<file path="src/rtl/gost_pkg.sv">
// Shared types, constants and round functions for the GOST block cipher unit.
`timescale 1ns / 1ps

package gost_pkg;

  // Fixed cipher geometry.
  localparam int unsigned ROUND_COUNT = 32;
  localparam int unsigned ROUND_W     = $clog2(ROUND_COUNT);
  localparam int unsigned HALF_W      = 32;
  localparam int unsigned KEY_WORDS   = 8;
  localparam int unsigned KEY_SEL_W   = $clog2(KEY_WORDS);
  localparam int unsigned CFG_W       = 64;
  localparam int unsigned CFG_IDX_W   = 3;
  localparam int unsigned ROT_AMOUNT  = 11;
  localparam int unsigned SBOX_COUNT  = 8;
  localparam int unsigned NIB_W       = 4;

  // Rounds that use the forward key order before the reversed tail.
  localparam int unsigned ENC_FWD_ROUNDS = 24;
  localparam int unsigned DEC_FWD_ROUNDS = 8;

  // Default substitution table set.
  localparam int unsigned SBOX_SET_DEFAULT = 0;

  // Configuration register indexes.
  typedef enum logic [CFG_IDX_W-1:0] {
    CFG_DIRECTION = 3'd0,
    CFG_KEY_01    = 3'd1,
    CFG_KEY_23    = 3'd2,
    CFG_KEY_45    = 3'd3,
    CFG_KEY_67    = 3'd4
  } cfg_idx_t;

  // Key order selected by the direction register.
  typedef enum logic {
    DIR_ENCRYPT = 1'b0,
    DIR_DECRYPT = 1'b1
  } dir_t;

  // Input request payload.
  typedef struct packed {
    logic [HALF_W-1:0] in_first;
    logic [HALF_W-1:0] in_second;
  } in_req_t;

  // Output request payload.
  typedef struct packed {
    logic [HALF_W-1:0] out_first;
    logic [HALF_W-1:0] out_second;
  } out_req_t;

  // Block state handed from one round cell to the next.
  typedef struct packed {
    logic [HALF_W-1:0] first;
    logic [HALF_W-1:0] second;
  } blk_t;

  // Configuration seen by every round cell.
  typedef struct packed {
    dir_t                            direction;
    logic [KEY_WORDS-1:0][HALF_W-1:0] key;
  } cfg_t;

  // Substitution tables: entry n of a box sits in bits 4n+3..4n of its row.
  localparam logic [63:0] SBOX_ROM [2][SBOX_COUNT] = '{
    '{64'h35F7C1B6E08D29A4, 64'h95701832AFD6C4BE,
      64'hB9067CFE243AD185, 64'h352BC64EF9801AD7,
      64'h2B30E9A48DF517C6, 64'hEFC95863D1270AB4,
      64'hC2867EA095F314BD, 64'hC8B6E3294A750DF1},
    '{64'h1F307D8E9B5A264C, 64'hF0DB74E1C5A93286,
      64'h069C471EDAF2853B, 64'hB9E35A076F4D128C,
      64'hC24BE390D618A5F7, 64'h0E34187BAC296FD5,
      64'h73AD0B4FC19652E8, 64'h2BC96AF43850DE71}
  };

  // Key word used by a given round for a given direction.
  function automatic logic [KEY_SEL_W-1:0] key_sel(input logic [ROUND_W-1:0] rnd,
                                                   input dir_t dir);
    logic fwd;
    begin
      if (dir == DIR_ENCRYPT) begin
        fwd = (rnd < ROUND_W'(ENC_FWD_ROUNDS));
      end else begin
        fwd = (rnd < ROUND_W'(DEC_FWD_ROUNDS));
      end
      key_sel = fwd ? rnd[KEY_SEL_W-1:0] : ~rnd[KEY_SEL_W-1:0];
    end
  endfunction

  // Eight parallel nibble substitutions followed by a rotate left by 11.
  function automatic logic [HALF_W-1:0] round_f(input logic set,
                                                input logic [HALF_W-1:0] x);
    logic [HALF_W-1:0] y;
    logic [63:0]       row;
    begin
      y = '0;
      for (int j = 0; j < SBOX_COUNT; j++) begin
        row = SBOX_ROM[set][j];
        y[NIB_W*j +: NIB_W] = row[NIB_W*x[NIB_W*j +: NIB_W] +: NIB_W];
      end
      round_f = {y[HALF_W-ROT_AMOUNT-1:0], y[HALF_W-1:HALF_W-ROT_AMOUNT]};
    end
  endfunction

endpackage

</file>
<file path="src/rtl/gost_cfg.sv">
// Configuration register file holding the direction and the eight key words.
`timescale 1ns / 1ps

module gost_cfg (
  input  logic                                clk,
  input  logic                                rst,
  input  logic                                cfg_write,
  input  logic [gost_pkg::CFG_IDX_W-1:0]      cfg_index,
  input  logic [gost_pkg::CFG_W-1:0]          cfg_data,
  output gost_pkg::cfg_t                      cfg
);
  import gost_pkg::*;

  dir_t                              direction;
  logic [KEY_WORDS-1:0][HALF_W-1:0]  key;

  // Register writes; indexes past the last register are dropped.
  always_ff @(posedge clk) begin
    if (rst) begin
      direction <= DIR_ENCRYPT;
      key       <= '0;
    end else if (cfg_write) begin
      case (cfg_index)
        CFG_DIRECTION: direction <= dir_t'(cfg_data[0]);
        CFG_KEY_01: begin
          key[0] <= cfg_data[CFG_W-1:HALF_W];
          key[1] <= cfg_data[HALF_W-1:0];
        end
        CFG_KEY_23: begin
          key[2] <= cfg_data[CFG_W-1:HALF_W];
          key[3] <= cfg_data[HALF_W-1:0];
        end
        CFG_KEY_45: begin
          key[4] <= cfg_data[CFG_W-1:HALF_W];
          key[5] <= cfg_data[HALF_W-1:0];
        end
        CFG_KEY_67: begin
          key[6] <= cfg_data[CFG_W-1:HALF_W];
          key[7] <= cfg_data[HALF_W-1:0];
        end
        default: ;
      endcase
    end
  end

  assign cfg.direction = direction;
  assign cfg.key       = key;

endmodule

</file>
<file path="config.mk">
export PLATFORM = sky130hd
export DESIGN_NAME = gost_cfg
export DESIGN_NICKNAME = d
export VERILOG_FILES = /design/src/rtl/gost_pkg.sv /design/src/rtl/gost_cfg.sv
export SDC_FILE = /design/constraint.sdc
export NUM_CORES = 1
export LEC_CHECK = 0
export BUFFER_PORTS_ARGS = -buffer_cell sky130_fd_sc_hd__clkbuf_2
export CORE_AREA = 4 4 142 144
export CTS_BUF_LIST = sky130_fd_sc_hd__clkbuf_4 sky130_fd_sc_hd__clkbuf_8 sky130_fd_sc_hd__clkbuf_16
export CTS_CLUSTER_DIAMETER = 80
export DETAILED_ROUTE_END_ITERATION = 16
export DIE_AREA = 0 0 146 148
export PLACE_DENSITY = 0.84
export SLEW_MARGIN = 40
export SYNTH_ARGS = -nofsm -noshare
export SYNTH_HDL_FRONTEND = slang
export SYNTH_SLANG_ARGS = --single-unit
</file>
<file path="constraint.sdc">
create_clock -name clk -period 2.3 [get_ports clk]
set_input_delay 0.23 -clock clk [delete_from_list [all_inputs] [get_ports clk]]
set_output_delay 0.23 -clock clk [all_outputs]
set_load 0.01 [all_outputs]
</file>
Word-level counts from Yosys, hierarchy flattened
Cells that the tools add are included.

word-level totals
  register bits after elaboration = 257
  bits of input ports = 70
  output and inout port bits = 257
  logic and storage cells = 19

operators by class
  equality and inequality tests = 4
  reduce and logical (&&, ||, !) cells = 6

operators with widths
  cell                  number
  $reduce_and A2 Y1     5
  $eq A3 B2 Y1 const B  2
  $eq A3 B1 Y1 const B  1
  $eq A3 B3 Y1 const B  1
  $logic_not A3 Y1      1

Longest topological paths before layout
  depth after elaboration = 2
  depth in mapped cells = 5

Least setup slack after synthesis
Ideal clock, no wire load.

  path kind = input to register
  start point = input rst
  end point = register key (netlist bit cfg[0])
  setup time = 0.122 ns
  arrival = 0.946 ns
  required time = 2.178 ns
  path slack = 1.232 ns
  stages on the path = 5
  path through = buf_2 -> buf_2 -> clkbuf_1 -> nand2b_1 -> mux2i_1

RTL lines
  element          RTL line        source
  start, declared  gost_cfg.sv:6   input logic rst,
  end, declared    gost_cfg.sv:15  logic [KEY_WORDS-1:0][HALF_W-1:0] key;

Worst setup path in the final report
  start point = register key (netlist bit cfg[148])
  end point = output cfg[148] (netlist bit)

RTL lines
  element        RTL line        source
  end, declared  gost_cfg.sv:10  output gost_pkg::cfg_t cfg

No word-level cell between the ends.

==> out/results.txt <==
Final Util - 0.682
GRT met2 Usage - 0.387
Register area - 0.00514 mm2
Worst Tran Pin Value - 0.567 ns
Pint - 7.27 mW
Clock Latency Late Sink - 0.52 ns
Syn Area/Cell - 11.3 um2
Synth Register Bits - 257
Initial DRC Count - 304
Pin count of the biggest net entering global routing - 117
Area grow syn2layout - 24.3%
# clock sinks - 257
Min-Delay Path Class - in2reg
Critical path arrival - 1.04 ns
Crit-path cells - clkbuf_2
YS warnings - 0
TritonCTS clock tree - built
Crit path largest cell delay - 0.38 ns
Slew headroom - 0.617
Row count - 50
Status - finished clean
Die X - 146 um
Starting Density - 0.549
GRT Max-Usage Layer - met2
Lkg Pwr - 6.55 nW
Die area - 0.0216 mm2
Initial antenna violation count - 0
Layout cell share with drive strength beyond 1 - 0.315
PwrDens - 734 mW/mm2
Setup crit end kind - output pin
Vias after detailed routing - 7,324
TritonCTS buffer count - 26
CTS Hold Bufs - 0
Global route total overflow - 0
Placer congestion estimate - 0.819
Final Max Slew Viols - 0
Reg clk slew, reported paths - 0.06 ns
Number of max-cap violations - 0
GRT Total Usage - 0.223
Worst VDD drop - 0.537 mV
CP delay by family, top - flip-flops
DP Cell Count - 1,411
RSZ-0062 raised after global routing - no
Cts repair resizes - 0
Routed Antenna Nets - 0
Synthesized instance count - 907
CTS H-tree lvls - 1
Critical path buffers and inverters - 1
Boundary pin count - 327
# setup viols final - 0
Final HPWL DP - 17.0 mm
P_sw - 2.09 mW
TNS Setup - 0 ns
Grt met1 use - 0.267
Fin crit share - 0.552
Max Freq - 0.788 GHz
Routed WL - 25.1 mm
Switching Fraction - 0.223
Final hold violation count - 0
WP data required - 2.07 ns
Worst Setup Path Type - reg2out
Worst-path maximum fanout - 2
Met3 GRT Util - 0.0582
Drt pass-1 iters - 4
Core Footprint - 0.0187 mm2
Post-Syn Nets - 977
Clk root buf - clkbuf_16
Multi-input combinational cell area - 0.00469 mm2
Post-route insts no fill - 1,457
Final min period - 1.27 ns
Net count, final - 1,275
Clock network fraction of design power - 0.437
Post-CTS setup repair buffer count - 0
Number of fillers in the final layout - 1,413
# diodes - 0
Post-DR wirelength/cell - 17.2 um
Power Total - 9.36 mW
Routed vias/inst - 5.03
Sequential share of the synthesized area - 0.501
Critical Path Source Type - flip-flop
Maximum root-to-sink buffer count - 3
Vias in the first global route - 7,487
Die Y - 148 um
Logic gate share of total power - 0.071
# DRC - 0
Register share of total power - 0.492
First-pass GRT wire length - 40.0 mm
CP max-delay cell - dfxtp_1
Yosys cell types - 13
IO buf count - 326
Worst Skew - 0 ns
Cell Area, Synth - 0.0103 mm2
-- cell usage in the layout (no fill, tap or decap), drive strengths merged --
| cell type | instances |
|---|---|
| clkinv | 5 |
| mux2i | 257 |
| buf | 10 |
| inv | 1 |
| clkbuf | 365 |
| nand4bb | 3 |
| dfxtp | 257 |
| nor4b | 1 |
| nand4b | 1 |
| and4bb | 2 |
| nand2b | 321 |
-- tightest hold or removal path, cell delays in order --
cell	delay, ns
clkbuf_2	0.08
nand2b_1	0.12
mux2i_1	0.08
-- through the flow --
step           cell area, um2  setup slack [ns]  hold slack [ns]
6_report                12800              1.03           0.0435
5_1_grt                 12800             0.973           0.0503
4_1_cts                 12800              1.00           0.0279
3_5_place_dp            11900             0.813            0.461
3_3_place_gp            11900             0.883            0.457
2_1_floorplan           10300              1.23            0.422
-- cell type report --
class,count,share of cell area
Sequential cell,257,0.403
Multi-Input combinational cell,585,0.368
Timing Repair Buffer,335,0.140
Clock buffer,40,0.0630
Tap cell,234,0.0229
Clock inverter,6,0.00284
-- layer usage --
| layer | up-vias | part of all wire |
|---|---|---|
| li1 | 3584 | - |
| met2 | 233 | 0.49 |
| met1 | 3454 | 0.41 |
| met5 | - | 0 |
| met4 | 0 | 0.034 |
| met3 | 53 | 0.069 |
-- power by group through the flow --
stage                     logic (mW)  clock network [mW]  registers, mW
final                          0.667                4.09           4.61
after global routing           0.722                4.36           4.61
after global placement         0.661                   0           4.70
after detailed placement       0.669                   0           4.70
after CTS                      0.674                4.17           4.60
after floorplan                0.378                   0           4.74
-- registers in the layout, indices dropped and copies added (netlist names) --
name	cells
direction	1
cfg	256
-- synthesized netlist by cell type --
cell type	n	area, um2
buf_12	5	100
buf_2	5	25.0
and4bb_1	1	12.5
clkbuf_1	32	120
buf_4	10	75.1
and4bb_2	1	12.5
mux2i_1	257	2570
nand4b_1	1	8.76
dfxtp_1	257	5140
buf_6	13	146
nand2b_1	321	2010
nor4b_1	1	8.76
nand4bb_1	3	33.8
-- logic make-up (layout without fill, tap and decap cells) --
kind of cell           after synthesis  count (layout)  synth area share
and+or+nand+nor                    328             328             0.203
buffers and inverters               65             381            0.0454
DFF                                257             257             0.501
muxes                              257             257             0.251
-- worst paths after layout --
check	cells after the start	start	endpoint	slack, ns
max reg2reg	2	cfg[114]$_SDFFE_PP0P_	cfg[114]$_SDFFE_PP0P_	1.64
min reg2reg	2	cfg[15]$_SDFFE_PP0P_	cfg[15]$_SDFFE_PP0P_	0.47
max	1	cfg[148]$_SDFFE_PP0P_	cfg[148]	1.03
min	3	cfg_data[48]	cfg[80]$_SDFFE_PP0P_	0.04
Power figures use the tool's default switching activity.
