$ cat src/rtl/gost_pkg.sv
// Shared types, constants and round functions for the GOST block cipher unit.
`timescale 1ns / 1ps

package gost_pkg;

  // Fixed cipher geometry.
  localparam int unsigned ROUND_COUNT = 32;
  localparam int unsigned ROUND_W     = $clog2(ROUND_COUNT);
  localparam int unsigned HALF_W      = 32;
  localparam int unsigned KEY_WORDS   = 8;
  localparam int unsigned KEY_SEL_W   = $clog2(KEY_WORDS);
  localparam int unsigned CFG_W       = 64;
  localparam int unsigned CFG_IDX_W   = 3;
  localparam int unsigned ROT_AMOUNT  = 11;
  localparam int unsigned SBOX_COUNT  = 8;
  localparam int unsigned NIB_W       = 4;

  // Rounds that use the forward key order before the reversed tail.
  localparam int unsigned ENC_FWD_ROUNDS = 24;
  localparam int unsigned DEC_FWD_ROUNDS = 8;

  // Default substitution table set.
  localparam int unsigned SBOX_SET_DEFAULT = 0;

  // Configuration register indexes.
  typedef enum logic [CFG_IDX_W-1:0] {
    CFG_DIRECTION = 3'd0,
    CFG_KEY_01    = 3'd1,
    CFG_KEY_23    = 3'd2,
    CFG_KEY_45    = 3'd3,
    CFG_KEY_67    = 3'd4
  } cfg_idx_t;

  // Key order selected by the direction register.
  typedef enum logic {
    DIR_ENCRYPT = 1'b0,
    DIR_DECRYPT = 1'b1
  } dir_t;

  // Input request payload.
  typedef struct packed {
    logic [HALF_W-1:0] in_first;
    logic [HALF_W-1:0] in_second;
  } in_req_t;

  // Output request payload.
  typedef struct packed {
    logic [HALF_W-1:0] out_first;
    logic [HALF_W-1:0] out_second;
  } out_req_t;

  // Block state handed from one round cell to the next.
  typedef struct packed {
    logic [HALF_W-1:0] first;
    logic [HALF_W-1:0] second;
  } blk_t;

  // Configuration seen by every round cell.
  typedef struct packed {
    dir_t                            direction;
    logic [KEY_WORDS-1:0][HALF_W-1:0] key;
  } cfg_t;

  // Substitution tables: entry n of a box sits in bits 4n+3..4n of its row.
  localparam logic [63:0] SBOX_ROM [2][SBOX_COUNT] = '{
    '{64'h35F7C1B6E08D29A4, 64'h95701832AFD6C4BE,
      64'hB9067CFE243AD185, 64'h352BC64EF9801AD7,
      64'h2B30E9A48DF517C6, 64'hEFC95863D1270AB4,
      64'hC2867EA095F314BD, 64'hC8B6E3294A750DF1},
    '{64'h1F307D8E9B5A264C, 64'hF0DB74E1C5A93286,
      64'h069C471EDAF2853B, 64'hB9E35A076F4D128C,
      64'hC24BE390D618A5F7, 64'h0E34187BAC296FD5,
      64'h73AD0B4FC19652E8, 64'h2BC96AF43850DE71}
  };

  // Key word used by a given round for a given direction.
  function automatic logic [KEY_SEL_W-1:0] key_sel(input logic [ROUND_W-1:0] rnd,
                                                   input dir_t dir);
    logic fwd;
    begin
      if (dir == DIR_ENCRYPT) begin
        fwd = (rnd < ROUND_W'(ENC_FWD_ROUNDS));
      end else begin
        fwd = (rnd < ROUND_W'(DEC_FWD_ROUNDS));
      end
      key_sel = fwd ? rnd[KEY_SEL_W-1:0] : ~rnd[KEY_SEL_W-1:0];
    end
  endfunction

  // Eight parallel nibble substitutions followed by a rotate left by 11.
  function automatic logic [HALF_W-1:0] round_f(input logic set,
                                                input logic [HALF_W-1:0] x);
    logic [HALF_W-1:0] y;
    logic [63:0]       row;
    begin
      y = '0;
      for (int j = 0; j < SBOX_COUNT; j++) begin
        row = SBOX_ROM[set][j];
        y[NIB_W*j +: NIB_W] = row[NIB_W*x[NIB_W*j +: NIB_W] +: NIB_W];
      end
      round_f = {y[HALF_W-ROT_AMOUNT-1:0], y[HALF_W-1:HALF_W-ROT_AMOUNT]};
    end
  endfunction

endpackage

$ cat src/rtl/gost_round.sv
// One Feistel round cell: computes a round on the incoming block and holds the result.
`timescale 1ns / 1ps

module gost_round #(
  parameter int unsigned ROUND_IDX = 0,
  parameter int unsigned SBOX_SET  = gost_pkg::SBOX_SET_DEFAULT
) (
  input  logic               clk,
  input  logic               rst,
  input  gost_pkg::cfg_t     cfg,
  input  logic               up_valid,
  output logic               up_stall,
  input  gost_pkg::blk_t     up_blk,
  output logic               dn_valid,
  input  logic               dn_stall,
  output gost_pkg::blk_t     dn_blk
);
  import gost_pkg::*;

  localparam logic LAST_ROUND = (ROUND_IDX == ROUND_COUNT - 1);
  localparam logic SET_SEL    = SBOX_SET[0];

  logic                  valid;
  blk_t                  blk;
  blk_t                  blk_next;
  logic                  load;
  logic [KEY_SEL_W-1:0]  ksel;
  logic [HALF_W-1:0]     sum;
  logic [HALF_W-1:0]     mixed;

  // The cell can take a block when it is empty or its content moves on.
  assign load     = !valid || !dn_stall;
  assign up_stall = !load;

  // Round function: key add, substitution and rotate, then mix with the second half.
  always_comb begin
    ksel  = key_sel(ROUND_W'(ROUND_IDX), cfg.direction);
    sum   = up_blk.first + cfg.key[ksel];
    mixed = round_f(SET_SEL, sum) ^ up_blk.second;
    if (LAST_ROUND) begin
      blk_next.first  = up_blk.first;
      blk_next.second = mixed;
    end else begin
      blk_next.first  = mixed;
      blk_next.second = up_blk.first;
    end
  end

  // Occupancy flag.
  always_ff @(posedge clk) begin
    if (rst) begin
      valid <= 1'b0;
    end else if (load) begin
      valid <= up_valid;
    end
  end

  // Block halves; held while the next cell stalls.
  always_ff @(posedge clk) begin
    if (load && up_valid) begin
      blk <= blk_next;
    end
  end

  assign dn_valid = valid;
  assign dn_blk   = blk;

endmodule

$ cat config.mk
export PLATFORM = sky130hd
export DESIGN_NAME = gost_round
export DESIGN_NICKNAME = d
export VERILOG_FILES = /design/src/rtl/gost_pkg.sv /design/src/rtl/gost_round.sv
export SDC_FILE = /design/constraint.sdc
export NUM_CORES = 1
export LEC_CHECK = 0
export BUFFER_PORTS_ARGS = -buffer_cell sky130_fd_sc_hd__buf_2
export CAP_MARGIN = 20
export CORE_AREA = 5 5 149 151
export CTS_CLUSTER_DIAMETER = 30
export DETAILED_ROUTE_END_ITERATION = 12
export DIE_AREA = 0 0 154 156
export GPL_TIMING_DRIVEN = 0
export HOLD_SLACK_MARGIN = 0.12
export SYNTH_ARGS = -nofsm -noshare
export SYNTH_HDL_FRONTEND = slang
export SYNTH_SLANG_ARGS = --single-unit
$ cat constraint.sdc
create_clock -name clk -period 9.86 [get_ports clk]
set_input_delay 0.986 -clock clk [delete_from_list [all_inputs] [get_ports clk]]
set_output_delay 0.986 -clock clk [all_outputs]
set_load 0.005 [all_outputs]
# Word level (Yosys, flattened, before mapping)
# Index checks and enable logic that the tools add are counted.
# W data, S select, Z words.
# word_totals
reg_bits	65
latchBits	0
mem_bits_rw	0
mem_bits_ro	0
memories	0
out_inout_bits	66
# classes
bitwise	1
n_eq_ne	0
mul	0
n_lt_le_gt_ge	0
n_addsub	1
shift	8
n_reduce_logical	5
n_mux	0
div_mod_pow	0
# ops
op	count
$shiftx A64 B7 Y4 const A	8
$add A32 B32 Y32	1
$xor A32 B32 Y32	1
$logic_not A1 Y1	3
$logic_and A1 B1 Y1	1
$logic_or A1 B1 Y1	1

# Longest topological paths before layout
# Gate-level depths: netlist (run 1).
# depth
ltp_word	3
ltp_mapped	16

# Worst setup path before layout (run 1)
# Ideal clock, no wire load.
# synth_timing
kind	input to register
start	input port dn_stall
end	register blk (netlist bit dn_blk[0]), enable pin
path_stages	2
n_path_buf	0
t_arrival_ns	4.031
setup_slack_ns	5.335
cell_sequence	and2_1 > nor2b_1
# synth_via
elab_chain_cells	3
# synth_rtl
item	line_no	source
start, declared	gost_round.sv:15	input logic dn_stall,
$logic_not A1 Y1	gost_round.sv:32	assign load = !valid || !dn_stall;
$logic_or A1 B1 Y1	gost_round.sv:32	
$logic_and A1 B1 Y1	gost_round.sv:60	if (load && up_valid) begin
end signal, assigned	gost_round.sv:61	blk <= blk_next;
end, declared	gost_round.sv:24	blk_t blk;
# Every way passes these cells.
# A chain may end at the register's enable or synchronous reset.

# Final worst setup path (run 1)
# layout_timing
start	input port up_blk[32] (netlist name)
end	register blk (netlist bit dn_blk[37]), data pin
# layout_via
elab_chain_cells	3
# layout_rtl
item	line_no	source
start, declared	gost_round.sv:13	input gost_pkg::blk_t up_blk,
$add A32 B32 Y32	gost_round.sv:38	sum = up_blk.first + cfg.key[ksel];
$shiftx A64 B7 Y4	gost_pkg.sv:99	y[NIB_W*j +: NIB_W] = row[NIB_W*x[NIB_W*j +: NIB_W] +: NIB_W];
$xor A32 B32 Y32	gost_round.sv:39	mixed = round_f(SET_SEL, sum) ^ up_blk.second;
via mixed[5]	gost_round.sv:29	logic [HALF_W-1:0] mixed;
# The timed path passes the listed nets, and every way through them passes these cells.

==> results of run 1 <==
==> through the flow <==
step / utilization (%) / area [µm²]
finish: 35.6 / 7360
global route: 35.5 / 7350
CTS: 35.5 / 7350
detailed placement: 33.9 / 7020
global placement: 33.7 / 6980
floorplan: - / 5810
==> power groups by stage <==
stage | Clock [µW] | Sequential [µW] | Combinational [µW]
detailed placement | 0 | 383 | 532
global route | 383 | 382 | 593
finish | 361 | 377 | 528
CTS | 374 | 378 | 534
floorplan | 0 | 392 | 374
global placement | 0 | 385 | 520
==> layout by cell type, fill, tap and decap left out, drive strengths merged, types with 3 or more instances in the layout <==
| cell | count |
|---|---|
| a211o | 5 |
| a211oi | 7 |
| a21o | 15 |
| a21oi | 36 |
| a311oi | 3 |
| a31oi | 3 |
| a41oi | 5 |
| and2 | 6 |
| buf | 175 |
| clkbuf | 14 |
| diode | 4 |
| edfxtp | 64 |
| ha | 76 |
| inv | 38 |
| mux2 | 4 |
| mux2i | 19 |
| mux4 | 8 |
| nand2 | 34 |
| nand2b | 5 |
| nand3 | 9 |
| nand4 | 6 |
| nor2 | 31 |
| nor2b | 4 |
| nor3 | 20 |
| o211a | 4 |
| o211ai | 12 |
| o21ai | 18 |
| o21bai | 4 |
| o221ai | 3 |
| o22ai | 5 |
| o311ai | 3 |
| xnor2 | 28 |
| xor2 | 29 |
==> state kept, by name (all words and copies together), names as in the netlist <==
name	flops
dn_blk	64
dn_valid	1
==> worst max-delay path, stage by stage <==
cell and delay [ns]:
buf_2 0.12, ha_1 0.21, inv_1 0.07, fa_1 0.39, nand2b_1 0.19, a21o_1 0.22
a21oi_2 0.27, o211ai_1 0.25, a31oi_1 0.19, o21ai_0 0.15, xor2_1 0.50, inv_1 0.14
ha_1 0.35, nand2b_1 0.15, a211oi_1 0.22, a211o_1 0.16, xnor2_1 0.07
==> routing by layer <==
metal	part of all wire, %	routed length (µm)	up-vias
met5	1.1	194	-
met4	1.1	190	28
met3	15	2530	41
met2	41	7130	167
met1	42	7260	2159
li1	-	-	2449
==> cell families (layout without fill, tap and decap cells) <==
group / after synthesis / count (layout)
other cells: 0 / 4
fa+ha+maj: 77 / 77
xor+xnor: 57 / 57
simple gates: 130 / 130
buf+inv: 48 / 231
mux: 31 / 31
flops: 65 / 65
compound gates: 145 / 145
==> final timing paths <==
| path | startpoint | endpoint | slack (ns) | cells after the start |
|---|---|---|---|---|
| worst max-delay path | up_blk[32] | dn_blk[37] | 5.32 | 17 |
| worst max register to register | dn_valid | dn_blk[26] | 8.45 | 4 |
| worst min-delay path | dn_valid | dn_valid | 0.68 | 3 |
| worst min register to register | dn_valid | dn_valid | 0.68 | 3 |
==> final cells by class <==
type	count	area (µm²)	area share (%)
Clock inverter	7	100	1.36
Clock buffer	9	225	3.06
Inverter	35	131	1.79
Buffer	13	66.3	0.901
Tap cell	275	344	4.68
Multi-Input combinational cell	440	3670	49.9
Antenna cell	4	10.0	0.136
Timing Repair Buffer	167	866	11.8
Sequential cell	65	1940	26.4
==> run metrics, run 1 <==
status finished, final reports clean; critical path type input pin to flop; Fin. Hold Viols 0; GRT met2 Usage between 20% and 30%; DIE HEIGHT 156 µm; DR vias roughly 4.8k; post-cts gate resize count 0; Setup crit start kind input pin; gr usage total between 10% and 20%; area grow syn2layout 26.7%; CTS tree built; #FFs+latches synth 65; combinational share of power between 40% and 50%; Final Setup Violations 0; Synth Cell Area around 0.0058 mm²; adder-cell share of the synthesized area roughly 17%; clock share of power between 20% and 30%; PD cells around 170 mW/mm²; Vias/cell approximately 4.8; first-pass GRT wire length around 26000 µm; met3 Usage GRT under 10%; Post-synth top flop edfxtp_1; TritonCTS buffer count 9; largest net degree at the start of global routing 34; RSZ-0062 raised after global routing false; Internal around 830 µW; Cells after DPL 995; starting density of the core approximately 28%; Commonest cells post-synth 76 x ha_1, 64 x edfxtp_1, 34 x inv_1, 34 x nand2_1, 32 x a21oi_1; top-count cell post-synth ha_1; Pre-Repair DR Iteration Count 4; met1 usage 17.4%; Final GP Congestion ~0.8; count of different cell masters after synthesis 80; Sequential Power Share 29.8%; Final Max Tran Viols 0; row count 53; Critical Path End Type flop; average wire per standard cell approximately 17 µm; switching share of power roughly 34%; post-place setup slack 4.97 ns; crit-path max FO 7; Final WS setup ~5.3 ns; vias in the first global route 4715; Hold Buf Count CTS 0; Net Sw Power approximately 430 µW; Die Wd 154 µm; CTS sink cnt 65; post-synthesis average cell area ~10 µm²; simple-gate share of the synthesized area approximately 12%; Hold WS about 0.68 ns; Seq/Total Area, Yosys between 30% and 40%; Post-Syn Nets ~960; Worst VDD drop ~0.11 mV; Post-synth EDFFs 64; residual DRC count 0; routed wire length 17300 µm; Maximum Capacitance Violations 0; Clk pin slew, worst setup/hold paths about 0.06 ns; htree depth 3; leading area contributor after synthesis edfxtp_1; HPWL Detailed 14600 µm; Max Clock Skew 0.00832 ns; Synthesis Warnings 0; Slew @ Worst Pin approximately 0.85 ns; Port Buf Inserts approximately 170; # nets final about 1.1k; synth top area cells edfxtp_1 33%, ha_1 16%, xor2_1 4.4%; initial drt markers around 180; grt ovf 0; xor-xnor portion of the synthesized cell area approximately 8.7%; fin crit share 46.0%; fraction of layout cells with a size suffix above 1 31.7%; mux contribution to synthesized area 7.16%; gr busiest metal met2; Synth Area in Compound Gates between 10% and 20%; FILL cells between 2k and 2.5k; Tmin final 4.54 ns; Post-Layout Cell Count a little over 1k; antenna violations before repair 20; area share of the largest cell type after synthesis 33.1%; Clock Path Buffers 2; Static Leak roughly 0.0033 µW; Worst Path Required 9.97 ns; max frequency between 0.2 and 0.25 GHz; clk root buf clkbuf_16; setup_tns 0 ns; arrival time at the worst endpoint 4.64 ns; Max-Slew Margin vs Limit between 40 and 50%; setup bufs post-CTS 0; ANT nets after route 0; min-delay worst type flop to flop; clock latency on the worst-skew pair ~0.35 ns; boundary pin count roughly 390; largest family of logic cells by synthesized area compound AO/OA/AOI/OAI gates; Die Footprint roughly 0.024 mm²; Syn Inst Count 553; FFs w/ async S/R, synth 0%; overall power between 1000 and 1500 µW; core area between 0.02 and 0.025 mm²
No activity file was read; power rests on OpenSTA's default activity.
==> inputs of run 2 (changes only) <==
--- a/config.mk
+++ b/config.mk
@@ -7,10 +7,10 @@
 export LEC_CHECK = 0
 export BUFFER_PORTS_ARGS = -buffer_cell sky130_fd_sc_hd__buf_2
 export CAP_MARGIN = 20
-export CORE_AREA = 5 5 149 151
+export CORE_AREA = 5 5 148 150
 export CTS_CLUSTER_DIAMETER = 30
 export DETAILED_ROUTE_END_ITERATION = 12
-export DIE_AREA = 0 0 154 156
+export DIE_AREA = 0 0 153 155
 export GPL_TIMING_DRIVEN = 0
 export HOLD_SLACK_MARGIN = 0.12
 export SYNTH_ARGS = -nofsm -noshare
==> constraint.sdc (replaced) <==
create_clock -name clk -period 3.88 [get_ports clk]
set_input_delay 0.388 -clock clk [delete_from_list [all_inputs] [get_ports clk]]
set_output_delay 0.388 -clock clk [all_outputs]
set_load 0.005 [all_outputs]
==> run 2 against run 1 <==
Flip-flop and latch count is the same; sequential share of layout area shrank 0.12 points; power grew 150%; via count grew 1.4%; first-iteration DRC count grew 18%; sequential power grew to 2.5 times the previous value; non-clock buffer count grew 3; critical path depth is the same; utilization grew 0.39 points; clock skew shrank 0.0034 ns; critical path type unchanged; largest power group unchanged.
==> run metrics, run 2 (same netlist as run 1, synthesis figures left out) <==
Reg2Reg Depth 4; Buf/Inv on CP 3; Hold Buf Count CTS 0; max incr delay on CP between 0.3 and 0.4 ns; ANT nets after route 0; PD cells roughly 430 mW/mm²; row count 53; max frequency about 0.28 GHz; fraction of layout cells with a size suffix above 1 between 30% and 40%; reg2reg setup slack between 2 and 2.5 ns; Clk pin slew, worst setup/hold paths 0.06 ns; cell with the biggest individual delay on the critical path fa_1; Final GP Congestion 0.804; Static Leak between 0.003 and 0.004 µW; clk root buf clkbuf_16; Die Footprint between 0.02 and 0.025 mm²; largest net degree at the start of global routing 34; R2R Path End dn_blk[48]; average wire per standard cell 16.7 µm; HPWL Detailed around 14000 µm; Worst VDD drop about 0.25 mV; area grow syn2layout 27.3%; fin crit share roughly 93%; first-pass GRT wire length roughly 26000 µm; DIE HEIGHT around 160 µm; DR vias between 4k and 5k; Cells after DPL ~1000; Util after Layout between 30% and 40%; vias in the first global route approximately 4.7k; # nets final ~1.1k; antenna violations before repair 21; Post-Layout Cell Count just over 1k; Maximum Capacitance Violations 0; critical path type input pin to flop; routed wire length about 17000 µm; starting density of the core between 20% and 30%; Port Buf Inserts about 170; htree depth 3; initial drt markers ~210; CP cell instances buf_2, ha_1, inv_1, fa_1, nand2b_1, a21o_1, a21oi_4, o211ai_1, a31oi_1, o21ai_0, xor2_2, inv_1, ha_1, nand2b_1, a211oi_1, a211o_1, xnor2_1; RSZ-0062 raised after global routing false; Hold Startpoint rst; Setup crit start kind input pin; Max Clock Skew 0.00489 ns; status finished, final reports clean; Slew @ Worst Pin between 0.8 and 0.9 ns; Final Max Tran Viols 0; Max-Slew Margin vs Limit 45.4%; core area slightly above 0.02 mm²; Worst Path Required around 4 ns; Final Setup Violations 0; R2R Path Start dn_valid; Pre-Repair DR Iteration Count 4; boundary pin count slightly below 400; Worst Hold Endpoint dn_valid; Vias/cell 4.82; Critical Path End Type flop; TritonCTS buffer count 9; crit-path max FO 5; Fin. Hold Viols 0; residual DRC count 0; most frequent cells in the layout 172 x buf_2, 76 x ha_1, 64 x edfxtp_1; gr usage total 14.0%; Tmin final between 3 and 4 ns; CTS sink cnt 65; Worst path top cell family by delay compound AO/OA/AOI/OAI gates; grt ovf 0; worst hold stages 2; max reg flops 64; commonest non-fill, non-tap cell in the layout buf_2; Die Wd roughly 150 µm; Clock Path Buffers 2; arrival time at the worst endpoint about 3.7 ns; min-delay worst type input pin to flop; CTS tree built; clock latency on the worst-skew pair approximately 0.35 ns
-- run 2: cell count changes in the layout (fill, tap and decap cells not counted), sizes merged --
cell	before	now
diode	4	6
bufinv	2	1
inv	38	37
clkinv	2	4
buf	175	178
-- run 2: worst max path at each step --
stage / end / start / cells after the start
after floorplan: dn_blk[37] / cfg[0] / 16
after global placement: dn_blk[37] / up_blk[32] / 17
after detailed placement: dn_blk[37] / up_blk[32] / 17
after CTS: dn_blk[33] / cfg[5] / 13
after global routing: dn_blk[37] / up_blk[32] / 17
final: dn_blk[37] / up_blk[32] / 17
-- run 2: layout make-up --
type                    count  area (µm²)
fillers                  2119       13200
multi-input cells         440        3710
clock buffers               9         225
well taps                 275         344
flip-flops and latches     65        1940
diodes                      6        15.0
clock inverters             7        68.8
repair buffers            170         888
inverters                  35         131
plain buffers              13        66.3
-- run 2: where the power goes --
part | internal, µW | switching (µW) | total [µW]
registers | 934 | 23.0 | 957
clock network | 497 | 336 | 833
logic | 623 | 738 | 1360
-- run 2: worst reg2reg max path: cells and delay by family, from the launching register on --
family / cells / cell delay (ns)
buffers and inverters: 2 / 0.45
flip-flops: 1 / 0.30
AND/OR/NAND/NOR: 2 / 0.31
-- run 2: through the flow --
stage	total power [µW]	hold slack, ns	instance area [µm²]	TNS, ns	setup WS [ns]
2_1_floorplan	1940	0.460	5810	0	0.389
3_3_place_gp	2300	0.547	6980	-2.10	-0.358
3_5_place_dp	2330	0.548	7020	-2.34	-0.385
4_1_cts	3180	0.172	7320	0	0.0761
5_1_grt	3380	0.196	7380	0	0.0149
6_report	3150	0.192	7390	0	0.258
-- run 2: metal layers --
metal	vias to the layer above	global-route usage (%)	share of wire, %
met5	-	0	1.0
met4	26	2.93	1.4
met3	42	11.0	15
met2	155	20.0	41
met1	2230	16.6	42
li1	2459	-	-
-- run 2: repair_timing --
action / 4_1_cts / 5_1_grt
setup buffers: 0 / 3
gates resized for setup: 1 / 4
pin swaps: 0 / 2
endpoints found under the setup margin: 1 / 8
